===== config.mk =====
export PLATFORM = sky130hd
export DESIGN_NAME = mpeg_audio_frame_header_eval_top_flat
export DESIGN_NICKNAME = d
export VERILOG_FILES = /design/src/rtl/mafh_pkg.sv /design/src/rtl/mafh_if.sv /design/src/rtl/mpeg_audio_frame_header_eval_top.sv /design/src/flat_wrapper.sv
export VERILOG_INCLUDE_DIRS = /design/src /design/src/rtl
export SDC_FILE = /design/constraint.sdc
export NUM_CORES = 1
export LEC_CHECK = 0
export BUFFER_PORTS_ARGS = -buffer_cell sky130_fd_sc_hd__buf_2
export CORE_AREA = 2 2 300 154
export CTS_BUF_LIST = sky130_fd_sc_hd__clkbuf_4 sky130_fd_sc_hd__clkbuf_8
export DETAILED_ROUTE_END_ITERATION = 16
export DIE_AREA = 0 0 302 156
export PLACE_DENSITY = 0.72
export SLEW_MARGIN = 10
export SYNTH_ARGS = -nofsm -noshare
export SYNTH_HDL_FRONTEND = slang
export SYNTH_SLANG_ARGS = --single-unit

===== constraint.sdc =====
create_clock -name clock -period 7.7 [get_ports clock]
set_input_delay 1.54 -clock clock [delete_from_list [all_inputs] [get_ports clock]]
set_output_delay 1.54 -clock clock [all_outputs]
set_load 0.05 [all_outputs]

===== src/rtl/mpeg_audio_frame_header_eval_top_defines.svh =====
// ---------------------------------------------------------------------------
// MPEG audio frame header evaluator - assertion macros
// Shared concurrent assertion forms for the evaluator RTL.
// ---------------------------------------------------------------------------
`ifndef MPEG_AUDIO_FRAME_HEADER_EVAL_TOP_DEFINES_SVH
`define MPEG_AUDIO_FRAME_HEADER_EVAL_TOP_DEFINES_SVH

// same-cycle implication, disabled during reset
`define MAFH_ASSERT_IMP(name, clk, rst, ante, cons, msg) \
   name: assert property (@(posedge clk) disable iff (rst) (ante) |-> (cons)) \
      else $error(msg);

// next-cycle implication, disabled during reset
`define MAFH_ASSERT_NXT(name, clk, rst, ante, cons, msg) \
   name: assert property (@(posedge clk) disable iff (rst) (ante) |=> (cons)) \
      else $error(msg);

`endif


===== src/rtl/mafh_pkg.sv =====
// ---------------------------------------------------------------------------
// MPEG audio frame header evaluator - package
// Header tables, status codes, divider constants and the stage word type.
// ---------------------------------------------------------------------------
`default_nettype none

package mafh_pkg;

   localparam int PIPE_DEPTH  = 5;
   localparam int RECIP_SHIFT = 20;
   localparam int X_W         = 20;
   localparam int RECIP_W     = 17;
   localparam int DEN_W       = 9;
   localparam int SCALE_W     = 12;
   localparam int Q_W         = 11;

   localparam logic [2:0] STAT_OK        = 3'd0;
   localparam logic [2:0] STAT_FREE      = 3'd1;
   localparam logic [2:0] STAT_BAD_RATE  = 3'd2;
   localparam logic [2:0] STAT_RSV_LAYER = 3'd3;
   localparam logic [2:0] STAT_RSV_FREQ  = 3'd4;

   localparam logic [1:0] LAYER_RSV   = 2'd0;
   localparam logic [1:0] LAYER_ONE   = 2'd3;
   localparam logic [1:0] FREQ_RSV    = 2'd3;
   localparam logic [3:0] RIDX_FREE   = 4'd0;
   localparam logic [3:0] RIDX_BAD    = 4'd15;
   localparam logic [7:0] LAYER_ONE_K = 8'd12;

   localparam logic [8:0] KBPS_TAB [2][4][16] = '{
      '{
         '{9'd0, 9'd0, 9'd0, 9'd0, 9'd0, 9'd0, 9'd0, 9'd0,
           9'd0, 9'd0, 9'd0, 9'd0, 9'd0, 9'd0, 9'd0, 9'd0},
         '{9'd0, 9'd8, 9'd16, 9'd24, 9'd32, 9'd40, 9'd48, 9'd56,
           9'd64, 9'd80, 9'd96, 9'd112, 9'd128, 9'd144, 9'd160, 9'd0},
         '{9'd0, 9'd8, 9'd16, 9'd24, 9'd32, 9'd40, 9'd48, 9'd56,
           9'd64, 9'd80, 9'd96, 9'd112, 9'd128, 9'd144, 9'd160, 9'd0},
         '{9'd0, 9'd32, 9'd48, 9'd56, 9'd64, 9'd80, 9'd96, 9'd112,
           9'd128, 9'd144, 9'd160, 9'd176, 9'd192, 9'd224, 9'd256, 9'd0}
      },
      '{
         '{9'd0, 9'd0, 9'd0, 9'd0, 9'd0, 9'd0, 9'd0, 9'd0,
           9'd0, 9'd0, 9'd0, 9'd0, 9'd0, 9'd0, 9'd0, 9'd0},
         '{9'd0, 9'd32, 9'd40, 9'd48, 9'd56, 9'd64, 9'd80, 9'd96,
           9'd112, 9'd128, 9'd160, 9'd192, 9'd224, 9'd256, 9'd320, 9'd0},
         '{9'd0, 9'd32, 9'd48, 9'd56, 9'd64, 9'd80, 9'd96, 9'd112,
           9'd128, 9'd160, 9'd192, 9'd224, 9'd256, 9'd320, 9'd384, 9'd0},
         '{9'd0, 9'd32, 9'd64, 9'd96, 9'd128, 9'd160, 9'd192, 9'd224,
           9'd256, 9'd288, 9'd320, 9'd352, 9'd384, 9'd416, 9'd448, 9'd0}
      }
   };

   localparam logic [15:0] HZ_TAB [2][4] = '{
      '{16'd22050, 16'd24000, 16'd16000, 16'd0},
      '{16'd44100, 16'd48000, 16'd32000, 16'd0}
   };

   localparam logic [10:0] SPF_TAB [2][4] = '{
      '{11'd0, 11'd576, 11'd1152, 11'd384},
      '{11'd0, 11'd1152, 11'd1152, 11'd384}
   };

   localparam logic [1:0] CHAN_TAB [4] = '{2'd2, 2'd2, 2'd2, 2'd1};
   localparam logic [2:0] SLOT_TAB [4] = '{3'd0, 3'd1, 3'd1, 3'd4};

   // 1000 / rate = num / den, den reciprocal = floor(2^20 / den)
   localparam logic [4:0] NUM_TAB [2][4] = '{
      '{5'd20, 5'd1, 5'd1, 5'd0},
      '{5'd10, 5'd1, 5'd1, 5'd0}
   };

   localparam logic [DEN_W-1:0] DEN_TAB [2][4] = '{
      '{9'd441, 9'd24, 9'd16, 9'd16},
      '{9'd441, 9'd48, 9'd32, 9'd16}
   };

   localparam logic [RECIP_W-1:0] RECIP_TAB [2][4] = '{
      '{17'd2377, 17'd43690, 17'd65536, 17'd65536},
      '{17'd2377, 17'd21845, 17'd32768, 17'd65536}
   };

   typedef struct packed {
      logic [8:0]  kbps;
      logic [15:0] hz;
      logic [1:0]  chans;
      logic [10:0] spf;
      logic [2:0]  status;
      logic [2:0]  slot;
      logic        layer_one;
   } hdr_info_type;

   function automatic logic [2:0] status_eval(input logic [1:0] lay, input logic [1:0] fri,
                                              input logic [3:0] bri);
      logic [2:0] st;
      if (lay == LAYER_RSV) begin
         st = STAT_RSV_LAYER;
      end else if (fri == FREQ_RSV) begin
         st = STAT_RSV_FREQ;
      end else if (bri == RIDX_FREE) begin
         st = STAT_FREE;
      end else if (bri == RIDX_BAD) begin
         st = STAT_BAD_RATE;
      end else begin
         st = STAT_OK;
      end
      return st;
   endfunction

   function automatic logic [SCALE_W-1:0] scale_eval(input logic ver, input logic [1:0] lay,
                                                     input logic [1:0] fri);
      logic [7:0]  k;
      logic [12:0] prod;
      k    = (lay == LAYER_ONE) ? LAYER_ONE_K : SPF_TAB[ver][lay][10:3];
      prod = k * NUM_TAB[ver][fri];
      return prod[SCALE_W-1:0];
   endfunction

endpackage

`default_nettype wire


===== src/rtl/mafh_if.sv =====
// ---------------------------------------------------------------------------
// MPEG audio frame header evaluator - channel interfaces
// Valid/ready channels for header words in and evaluation words out.
// ---------------------------------------------------------------------------
`default_nettype none

interface mafh_req_if;
   logic       valid;
   logic       ready;
   logic       version_bit;
   logic [1:0] layer_code;
   logic [3:0] rate_index;
   logic [1:0] freq_index;
   logic       pad_flag;
   logic [1:0] chan_mode;

   modport source (output valid, version_bit, layer_code, rate_index, freq_index, pad_flag,
                   chan_mode, input ready);
   modport sink (input valid, version_bit, layer_code, rate_index, freq_index, pad_flag,
                 chan_mode, output ready);
endinterface

interface mafh_rsp_if;
   logic        valid;
   logic        ready;
   logic [8:0]  bitrate_kbps;
   logic [15:0] sample_rate_hz;
   logic [1:0]  channel_total;
   logic [10:0] samples_in_frame;
   logic [10:0] frame_bytes;
   logic [2:0]  status;

   modport source (output valid, bitrate_kbps, sample_rate_hz, channel_total,
                   samples_in_frame, frame_bytes, status, input ready);
   modport sink (input valid, bitrate_kbps, sample_rate_hz, channel_total, samples_in_frame,
                 frame_bytes, status, output ready);
endinterface

`default_nettype wire


===== src/rtl/mpeg_audio_frame_header_eval_top.sv =====
// ---------------------------------------------------------------------------
// MPEG audio frame header evaluator - top level
// Five-stage pipeline: lookup, scale, reciprocal multiply, back-multiply, correct and pad.
// An accepted word is registered in s1, then moves through s2, s3, s4 and s5 in order.
// Throughput: one word per cycle unless the output stalls; then only blocked stages freeze.
// Reset clears the stage valid bits; payload registers are not reset.
// ---------------------------------------------------------------------------
`default_nettype none

`include "mpeg_audio_frame_header_eval_top_defines.svh"

module mpeg_audio_frame_header_eval_top (
   input  wire         clock,
   input  wire         reset,
   mafh_req_if.sink    req_chan,
   mafh_rsp_if.source  rsp_chan
);
   import mafh_pkg::*;

   logic [PIPE_DEPTH-1:0] vld_ff;
   logic [PIPE_DEPTH-1:0] vld_in;
   logic [PIPE_DEPTH-1:0] adv;

   hdr_info_type          s1_info_ff, s1_info_in;
   logic [SCALE_W-1:0]    s1_scale_ff, s1_scale_in;
   logic [DEN_W-1:0]      s1_den_ff, s1_den_in;
   logic [RECIP_W-1:0]    s1_recip_ff, s1_recip_in;

   hdr_info_type          s2_info_ff;
   logic [X_W-1:0]        s2_x_ff, s2_x_in;
   logic [DEN_W-1:0]      s2_den_ff;
   logic [RECIP_W-1:0]    s2_recip_ff;
   logic [20:0]           s2_prod;

   hdr_info_type          s3_info_ff;
   logic [X_W-1:0]        s3_x_ff;
   logic [DEN_W-1:0]      s3_den_ff;
   logic [Q_W-1:0]        s3_qe_ff, s3_qe_in;
   logic [X_W+RECIP_W-1:0] s3_prod;

   hdr_info_type          s4_info_ff;
   logic [X_W-1:0]        s4_x_ff;
   logic [DEN_W-1:0]      s4_den_ff;
   logic [Q_W-1:0]        s4_qe_ff;
   logic [X_W-1:0]        s4_qd_ff, s4_qd_in;

   hdr_info_type          s5_info_ff;
   logic [10:0]           s5_bytes_ff, s5_bytes_in;
   logic [X_W-1:0]        s5_rem;
   logic [Q_W-1:0]        s5_q;
   logic [10:0]           s5_base;

   logic                  est_in_range;
   logic                  rsp_err;
   logic                  rsp_good;
   logic                  len_zero;
   logic                  pipe_stuck;
   logic                  req_take;

   // stall chain
   always_comb begin
      adv[PIPE_DEPTH-1] = !vld_ff[PIPE_DEPTH-1] || rsp_chan.ready;
      for (int i = PIPE_DEPTH - 2; i >= 0; i--) begin
         adv[i] = !vld_ff[i] || adv[i+1];
      end
      vld_in[0] = adv[0] ? req_chan.valid : vld_ff[0];
      for (int i = 1; i < PIPE_DEPTH; i++) begin
         vld_in[i] = adv[i] ? vld_ff[i-1] : vld_ff[i];
      end
   end

   assign req_chan.ready = adv[0];

   // stage 1: table lookup
   always_comb begin
      s1_info_in.kbps      = KBPS_TAB[req_chan.version_bit][req_chan.layer_code]
                                     [req_chan.rate_index];
      s1_info_in.hz        = HZ_TAB[req_chan.version_bit][req_chan.freq_index];
      s1_info_in.chans     = CHAN_TAB[req_chan.chan_mode];
      s1_info_in.spf       = SPF_TAB[req_chan.version_bit][req_chan.layer_code];
      s1_info_in.status    = status_eval(req_chan.layer_code, req_chan.freq_index,
                                         req_chan.rate_index);
      s1_info_in.slot      = req_chan.pad_flag ? SLOT_TAB[req_chan.layer_code] : 3'd0;
      s1_info_in.layer_one = (req_chan.layer_code == LAYER_ONE);
      s1_scale_in          = scale_eval(req_chan.version_bit, req_chan.layer_code,
                                        req_chan.freq_index);
      s1_den_in            = DEN_TAB[req_chan.version_bit][req_chan.freq_index];
      s1_recip_in          = RECIP_TAB[req_chan.version_bit][req_chan.freq_index];
   end

   // stage 2: numerator, always below 2^20 for every table entry
   assign s2_prod = s1_info_ff.kbps * s1_scale_ff;
   assign s2_x_in = s2_prod[X_W-1:0];

   // stage 3: quotient estimate, low by at most one
   assign s3_prod  = s2_x_ff * s2_recip_ff;
   assign s3_qe_in = s3_prod[RECIP_SHIFT+Q_W-1:RECIP_SHIFT];

   // stage 4: back-multiply
   assign s4_qd_in = s3_qe_ff * s3_den_ff;

   // stage 5: correct, scale, pad, mask
   always_comb begin
      s5_rem  = s4_x_ff - s4_qd_ff;
      s5_q    = s4_qe_ff + ((s5_rem >= {{(X_W-DEN_W){1'b0}}, s4_den_ff}) ? 11'd1 : 11'd0);
      s5_base = s4_info_ff.layer_one ? {s5_q[8:0], 2'b00} : s5_q;
      if (s4_info_ff.status == STAT_OK) begin
         s5_bytes_in = s5_base + {8'd0, s4_info_ff.slot};
      end else begin
         s5_bytes_in = 11'd0;
      end
   end

   always_ff @(posedge clock) begin
      if (reset) begin
         vld_ff <= '0;
      end else begin
         vld_ff <= vld_in;
      end
   end

   always_ff @(posedge clock) begin
      if (adv[0]) begin
         s1_info_ff  <= s1_info_in;
         s1_scale_ff <= s1_scale_in;
         s1_den_ff   <= s1_den_in;
         s1_recip_ff <= s1_recip_in;
      end
      if (adv[1]) begin
         s2_info_ff  <= s1_info_ff;
         s2_x_ff     <= s2_x_in;
         s2_den_ff   <= s1_den_ff;
         s2_recip_ff <= s1_recip_ff;
      end
      if (adv[2]) begin
         s3_info_ff <= s2_info_ff;
         s3_x_ff    <= s2_x_ff;
         s3_den_ff  <= s2_den_ff;
         s3_qe_ff   <= s3_qe_in;
      end
      if (adv[3]) begin
         s4_info_ff <= s3_info_ff;
         s4_x_ff    <= s3_x_ff;
         s4_den_ff  <= s3_den_ff;
         s4_qe_ff   <= s3_qe_ff;
         s4_qd_ff   <= s4_qd_in;
      end
      if (adv[4]) begin
         s5_info_ff  <= s4_info_ff;
         s5_bytes_ff <= s5_bytes_in;
      end
   end

   assign rsp_chan.valid            = vld_ff[PIPE_DEPTH-1];
   assign rsp_chan.bitrate_kbps     = s5_info_ff.kbps;
   assign rsp_chan.sample_rate_hz   = s5_info_ff.hz;
   assign rsp_chan.channel_total    = s5_info_ff.chans;
   assign rsp_chan.samples_in_frame = s5_info_ff.spf;
   assign rsp_chan.frame_bytes      = s5_bytes_ff;
   assign rsp_chan.status           = s5_info_ff.status;

   assign est_in_range = (s4_x_ff >= s4_qd_ff) &&
                         ((s4_x_ff - s4_qd_ff) < {{(X_W-DEN_W-1){1'b0}}, s4_den_ff, 1'b0});
   assign rsp_err      = rsp_chan.valid && (rsp_chan.status != STAT_OK);
   assign rsp_good     = rsp_chan.valid && (rsp_chan.status == STAT_OK);
   assign len_zero     = (rsp_chan.frame_bytes == 11'd0);
   assign pipe_stuck   = (&vld_ff) && !rsp_chan.ready;
   assign req_take     = req_chan.valid && req_chan.ready;

   `MAFH_ASSERT_IMP(a_est_within_one, clock, reset, vld_ff[3], est_in_range, "bad estimate")
   `MAFH_ASSERT_IMP(a_err_no_length, clock, reset, rsp_err, len_zero, "length on error")
   `MAFH_ASSERT_IMP(a_ok_has_length, clock, reset, rsp_good, !len_zero, "zero length")
   `MAFH_ASSERT_IMP(a_full_blocks_in, clock, reset, pipe_stuck, !req_chan.ready, "full but ready")
   `MAFH_ASSERT_NXT(a_accept_enters, clock, reset, req_take, vld_ff[0], "accepted word lost")

endmodule

`default_nettype wire

===== src/flat_wrapper.sv =====
// flat-port wrapper written by rule: the top's interface ports become plain ports
module mpeg_audio_frame_header_eval_top_flat import mafh_pkg::*;
  (clock, reset, req_chan_valid, req_chan_version_bit, req_chan_layer_code, req_chan_rate_index, req_chan_freq_index, req_chan_pad_flag, req_chan_chan_mode, req_chan_ready, rsp_chan_valid, rsp_chan_bitrate_kbps, rsp_chan_sample_rate_hz, rsp_chan_channel_total, rsp_chan_samples_in_frame, rsp_chan_frame_bytes, rsp_chan_status, rsp_chan_ready);
  mafh_req_if req_chan_i ();
  mafh_rsp_if rsp_chan_i ();
  input  wire clock;
  input  wire reset;
  input wire logic [$bits(req_chan_i.valid)-1:0] req_chan_valid;
  input wire logic [$bits(req_chan_i.version_bit)-1:0] req_chan_version_bit;
  input wire logic [$bits(req_chan_i.layer_code)-1:0] req_chan_layer_code;
  input wire logic [$bits(req_chan_i.rate_index)-1:0] req_chan_rate_index;
  input wire logic [$bits(req_chan_i.freq_index)-1:0] req_chan_freq_index;
  input wire logic [$bits(req_chan_i.pad_flag)-1:0] req_chan_pad_flag;
  input wire logic [$bits(req_chan_i.chan_mode)-1:0] req_chan_chan_mode;
  output wire logic [$bits(req_chan_i.ready)-1:0] req_chan_ready;
  output wire logic [$bits(rsp_chan_i.valid)-1:0] rsp_chan_valid;
  output wire logic [$bits(rsp_chan_i.bitrate_kbps)-1:0] rsp_chan_bitrate_kbps;
  output wire logic [$bits(rsp_chan_i.sample_rate_hz)-1:0] rsp_chan_sample_rate_hz;
  output wire logic [$bits(rsp_chan_i.channel_total)-1:0] rsp_chan_channel_total;
  output wire logic [$bits(rsp_chan_i.samples_in_frame)-1:0] rsp_chan_samples_in_frame;
  output wire logic [$bits(rsp_chan_i.frame_bytes)-1:0] rsp_chan_frame_bytes;
  output wire logic [$bits(rsp_chan_i.status)-1:0] rsp_chan_status;
  input wire logic [$bits(rsp_chan_i.ready)-1:0] rsp_chan_ready;
  assign req_chan_i.valid = req_chan_valid;
  assign req_chan_i.version_bit = req_chan_version_bit;
  assign req_chan_i.layer_code = req_chan_layer_code;
  assign req_chan_i.rate_index = req_chan_rate_index;
  assign req_chan_i.freq_index = req_chan_freq_index;
  assign req_chan_i.pad_flag = req_chan_pad_flag;
  assign req_chan_i.chan_mode = req_chan_chan_mode;
  assign req_chan_ready = req_chan_i.ready;
  assign rsp_chan_valid = rsp_chan_i.valid;
  assign rsp_chan_bitrate_kbps = rsp_chan_i.bitrate_kbps;
  assign rsp_chan_sample_rate_hz = rsp_chan_i.sample_rate_hz;
  assign rsp_chan_channel_total = rsp_chan_i.channel_total;
  assign rsp_chan_samples_in_frame = rsp_chan_i.samples_in_frame;
  assign rsp_chan_frame_bytes = rsp_chan_i.frame_bytes;
  assign rsp_chan_status = rsp_chan_i.status;
  assign rsp_chan_i.ready = rsp_chan_ready;
  mpeg_audio_frame_header_eval_top u_core (.clock(clock), .reset(reset), .req_chan(req_chan_i), .rsp_chan(rsp_chan_i));
endmodule

# --- Word level (Yosys, flattened, before mapping) ---
# Cells that the tools add are included.
totals:
  out_inout_bits: 54
  reg_bits: 421
  elab_cells: 137
  in_bits: 16
op_classes:
  n_reduce_logical: 13
  n_lt_le_gt_ge: 6
  mul: 4
  bitwise_logic: 5
  n_eq_ne: 3
  mux: 51
  addsub: 3
op_table:
  columns: ["operator", "n"]
  rows:
  - ["$mux 576", 2]
  - ["$mux 420", 1]
  - ["$bmux 144 s2", 1]
  - ["$mux 144", 2]
  - ["$mux 64", 3]
  - ["$mux 68", 2]
  - ["$mux 44", 2]
  - ["$mux 36", 2]
  - ["$mux 20", 3]
  - ["$mux 50", 1]
  - ["$bmux 9 s4", 1]
  - ["$mux 9", 4]
  - ["$bmux 17 s2", 1]
  - ["$mux 17", 2]
  - ["$mux 11", 3]
  - ["$mux 33", 1]
  - ["$bmux 16 s2", 1]
  - ["$mux 16", 2]
  - ["$mul 20x17->31", 1]
  - ["$mux 24", 1]
  - ["$bmux 11 s2", 1]
  - ["$ge 20x9->1", 1]
  - ["$mul 11x9->20", 1]
  - ["$mul 9x12->20", 1]
  - ["26 further kinds", 45]

# --- Logic depth before layout (Yosys ltp) ---
logic_depth:
  depth_word: 10
  mapped_depth: 23
  depth_no_buf: 23

# --- Worst setup path before layout ---
# OpenSTA, ideal clock, no wires.
synth_timing:
  kind: "flip-flop to flip-flop"
  from: "register u_core.s2_recip_ff[13]"
  to: "register u_core.s3_qe_ff[9], data pin"
  stages_incl_launch_ff: 21
  synth_period_minus_slack_ns: 6.568
  path_buffers: 1
  t_required_ns: 7.438
  t_arrival_ns: 6.306
  slack_ns: 1.132
  setup_ns: 0.262
  cell_sequence: "edfxtp_1 > clkbuf_1 > nand2_1 > fa_1 > fa_1 > fa_1 > fa_1 > inv_1 > fa_1 > inv_1 > fa_1 > inv_1 > ha_1 > a21o_1 > a2111oi_4 > a311oi_1 > a211o_1 > o31a_1 > a41o_1 > o31ai_1 > xnor2_1"
synth_via:
  elab_chain_cells: 1
synth_lines:
  columns: ["element", "line_no", "rtl"]
  rows:
  - ["from (decl)", "mpeg_audio_frame_header_eval_top.sv:32", "logic [RECIP_W-1:0] s2_recip_ff;"]
  - ["from (signal assigned)", "mpeg_audio_frame_header_eval_top.sv:133", "s2_recip_ff <= s1_recip_ff;"]
  - ["$mul 20x17->31", "mpeg_audio_frame_header_eval_top.sv:96", "assign s3_prod = s2_x_ff * s2_recip_ff;"]
  - ["via u_core.s3_prod[29]", "mpeg_audio_frame_header_eval_top.sv:39", "logic [X_W+RECIP_W-1:0] s3_prod;"]
  - ["to (signal assigned)", "mpeg_audio_frame_header_eval_top.sv:139", "s3_qe_ff <= s3_qe_in;"]
  - ["to (decl)", "mpeg_audio_frame_header_eval_top.sv:38", "logic [Q_W-1:0] s3_qe_ff, s3_qe_in;"]
# The timed path passes the listed nets, and every way through them passes these cells.
# A chain may end at the register's enable or synchronous reset.

# --- Worst setup path in the final report ---
# Same ends and word-level chain as after synthesis.

==> impl_metrics.env <==
export IMPL_drt_met1_wl_mm=24.84
export IMPL_wl_met3_mm=6.764
export IMPL_grt_max_degree=80
export IMPL_cp_max_fo=15
export IMPL_core_area_sq_um=44520
export IMPL_synth_distinct_cells=54
export IMPL_rsz0062_at_grt="no"
export IMPL_cp_end_kind="flop"
export IMPL_maxCapViolCount=0
export IMPL_crit_chain="nand2_1 > fa_1 > fa_1 > fa_1 > inv_1 > fa_1 > fa_1 > inv_1 > fa_1 > inv_1 > ha_1 > nand3_1 > nor2_1 > o2111ai_1 > a311oi_1 > a211o_1 > o31a_1 > a41o_1 > o31ai_1 > xnor2_1"
export IMPL_cts_root_buf="clkbuf_8"
export IMPL_netlist_area_sq_um=21930
export IMPL_finClkSkew_ps=29.89
export IMPL_intPower_w=0.003675
export IMPL_seqPwrFrac_pct=37.2
export IMPL_hpwl_mm=41.71
export IMPL_ctsResizeCount=0
export IMPL_synth_async_sr_flop_share_pct=0
export IMPL_clkSinkCount=282
export IMPL_placed_cell_area_sq_um=22820
export IMPL_drv_slew=0
export IMPL_max_freq_ghz=0.1364
export IMPL_grt_pass1_vias=14123
export IMPL_dr_wl_met2_mm=19.46
export IMPL_vias=13699
export IMPL_finalInstanceArea_sq_um=23610
export IMPL_cts_tree="yes"
export IMPL_cp_arrival_ps=7630
export IMPL_grt_ovfl_total=0
export IMPL_io_pins=70
export IMPL_power_density_nw_per_um2=255.2
export IMPL_ant_nets=0
export IMPL_worst_pin_slew_ps=1241
export IMPL_start_kind="flop"
export IMPL_grt_pass1_wl_mm=81.14
export IMPL_period_needed_ps=7332
export IMPL_gp_congestion=0.9906
export IMPL_drt_pass1_iter_count=6
export IMPL_critPathKind="reg -> reg"
export IMPL_p_sw_share_pct=39.02
export IMPL_wirelength_mm=51.57
export IMPL_drtIter0Drc=1217
export IMPL_ir_drop_v=0.0001532
export IMPL_layout_commonest_cell="inv_1"
export IMPL_top_layer="met4"
export IMPL_start_util_pct=49.25
export IMPL_cts_hold_buffers_added=0
export IMPL_cellLeakagePower_nw=11.56
export IMPL_dieHeight_um=156
export IMPL_grt_util_all_layers_pct=22.86
export IMPL_synth_edff_count=277
export IMPL_pwr_share_comb_pct=42.6
export IMPL_pwr_share_clk_pct=20.1
export IMPL_syn_inst=1894
export IMPL_wl_per_cell_um=19.96
export IMPL_die_area_sq_um=47110
export IMPL_fin_tns_setup_ps=0
export IMPL_cts_setup_buffers=0
export IMPL_status="complete, no violations"
export IMPL_seq_area_frac_synth_pct=38.39
export IMPL_die_w_um=302
export IMPL_final_cell_mix="inv_1, edfxtp_1, fa_1, ha_1, nand2_1"
export IMPL_slew_headroom_pct=17.28
export IMPL_crit_top_cell="fa_1"
export IMPL_clk_path_buf_depth=3
export IMPL_critPathRequiredTime_ps=8000
export IMPL_hold_viol=0
export IMPL_cp_buffers_inverters=3
export IMPL_cts_buffers=39
export IMPL_total_power_w=0.006026
export IMPL_io_buffers=57
export IMPL_cp_slowest_cell="edfxtp_1"
export IMPL_remaining_drc_errors=0
export IMPL_clkTransAtPathRegs_ps=70
export IMPL_synth_seq_cells=282
export IMPL_slowest_delay_ps=730
export IMPL_clk_latency_ps=550
export IMPL_drive_gt1_share_pct=6.751
export IMPL_htreeDepth=2
export IMPL_switching_power_w=0.002351
export IMPL_rows=55
export IMPL_area_growth_synth_to_final_pct=7.668
export IMPL_finalNetCount=2448
export IMPL_antenna_found_initial=1
export IMPL_via_per_inst=5.301
export IMPL_setup_viol=0
export IMPL_critPathTopFamily="adder cells"
export IMPL_synth_ff_type="edfxtp_1"
export IMPL_yosys_warnings=0
export IMPL_hold_class="reg -> reg"
export IMPL_avgSynthCellArea_sq_um=11.58
export IMPL_finalCritPeriodShare_pct=95.22
==> flip-flops by register name, indices dropped and copies added, names as in the netlist, 5 cells and up <==
name / count
u_core.rsp_chan.bitrate_kbps: 6
u_core.rsp_chan.frame_bytes: 11
u_core.rsp_chan.sample_rate_hz: 12
u_core.s1_info_ff: 29
u_core.s1_recip_ff: 6
u_core.s1_scale_ff: 10
u_core.s2_info_ff: 29
u_core.s2_recip_ff: 6
u_core.s2_x_ff: 15
u_core.s3_info_ff: 29
u_core.s3_qe_ff: 11
u_core.s3_x_ff: 15
u_core.s4_info_ff: 29
u_core.s4_qd_ff: 20
u_core.s4_qe_ff: 11
u_core.s4_x_ff: 15
u_core.vld_ff: 5
==> through the flow <==
step                      util (%)  cells  hold WS (ps)  setup WS, ps
after global routing         53.03   2584         426.5         21.16
after detailed placement     51.25   2515         404.5         414.6
final                        53.03   2584         401.6         368.4
after floorplan                  -   1905         400.3          1132
after CTS                    53.03   2583         412.7         398.1
after global placement       51.25   2515         400.3         557.7
==> power by group through the flow <==
stage,sequential [W],clock [W],combinational (W)
floorplan,0.00222,0,0.00187
global placement,0.00225,0,0.00244
detailed placement,0.00226,0,0.00254
CTS,0.00223,0.00125,0.00257
global route,0.00227,0.00131,0.00293
finish,0.00224,0.00121,0.00257
==> layout make-up <==
class | count | area, sq um
Sequential cell | 282 | 8418
Fill cell | 3748 | 20910
Clock inverter | 16 | 153.9
Multi-Input combinational cell | 1173 | 11830
Tap cell | 598 | 748.2
Antenna cell | 1 | 2.502
Inverter | 399 | 1498
Clock buffer | 52 | 634.4
Timing Repair Buffer | 63 | 330.3
==> logic make-up (layout without fill, tap and decap cells) <==
kind of cell / after synthesis / in the layout / share of synthesized area [%]
compound gates: 194 / 194 / 5.751
xor+xnor: 83 / 83 / 3.315
fa+ha+maj: 474 / 474 / 35.53
buf+inv: 450 / 530 / 7.942
flops: 282 / 282 / 38.39
mux: 10 / 10 / 0.4565
other cells: 1 / 13 / 0.01710
simple gates: 400 / 400 / 8.598
==> worst register-to-register path: stages, from the launching register on <==
cell	delay, ps
edfxtp_1	730
nand2_1	410
fa_1	620
fa_1	550
fa_1	520
inv_1	50
fa_1	460
fa_1	550
inv_1	60
fa_1	530
inv_1	40
ha_1	330
nand3_1	100
nor2_1	300
o2111ai_1	210
a311oi_1	570
a211o_1	290
o31a_1	250
a41o_1	300
o31ai_1	100
xnor2_1	120
==> path summary, 6_finish.rpt <==
check,cells after the start,startpoint,slack [ps],end
min reg2reg,0,u_core.s1_recip_ff[16],400,u_core.s2_recip_ff[16]
max reg2reg,20,u_core.s2_recip_ff[13],370,u_core.s3_qe_ff[9]
max,20,u_core.s2_recip_ff[13],370,u_core.s3_qe_ff[9]
min,0,u_core.s1_recip_ff[16],400,u_core.s2_recip_ff[16]
==> layer usage <==
| layer | vias up | track usage [%] |
|---|---|---|
| met4 | 0 | 2.758 |
| li1 | 6264 | - |
| met5 | - | 0 |
| met3 | 52 | 9.997 |
| met2 | 581 | 29.12 |
| met1 | 6802 | 36.06 |
==> synth_stat cells (all sizes together) (15+ instances only) <==
cell | number | area share [%]
inv | 398 | 6.8
xnor2 | 62 | 2.5
nand3 | 15 | 0.34
o21ai | 37 | 0.84
nor2 | 82 | 1.4
o21bai | 15 | 0.51
and2 | 85 | 2.4
nand2 | 156 | 2.7
fa | 248 | 23
clkbuf | 37 | 0.63
xor2 | 21 | 0.84
nor3 | 15 | 0.34
nor2b | 15 | 0.43
a21oi | 59 | 1.3
ha | 226 | 13
a211oi | 15 | 0.51
edfxtp | 277 | 38
No activity file was read; power rests on OpenSTA's default activity.
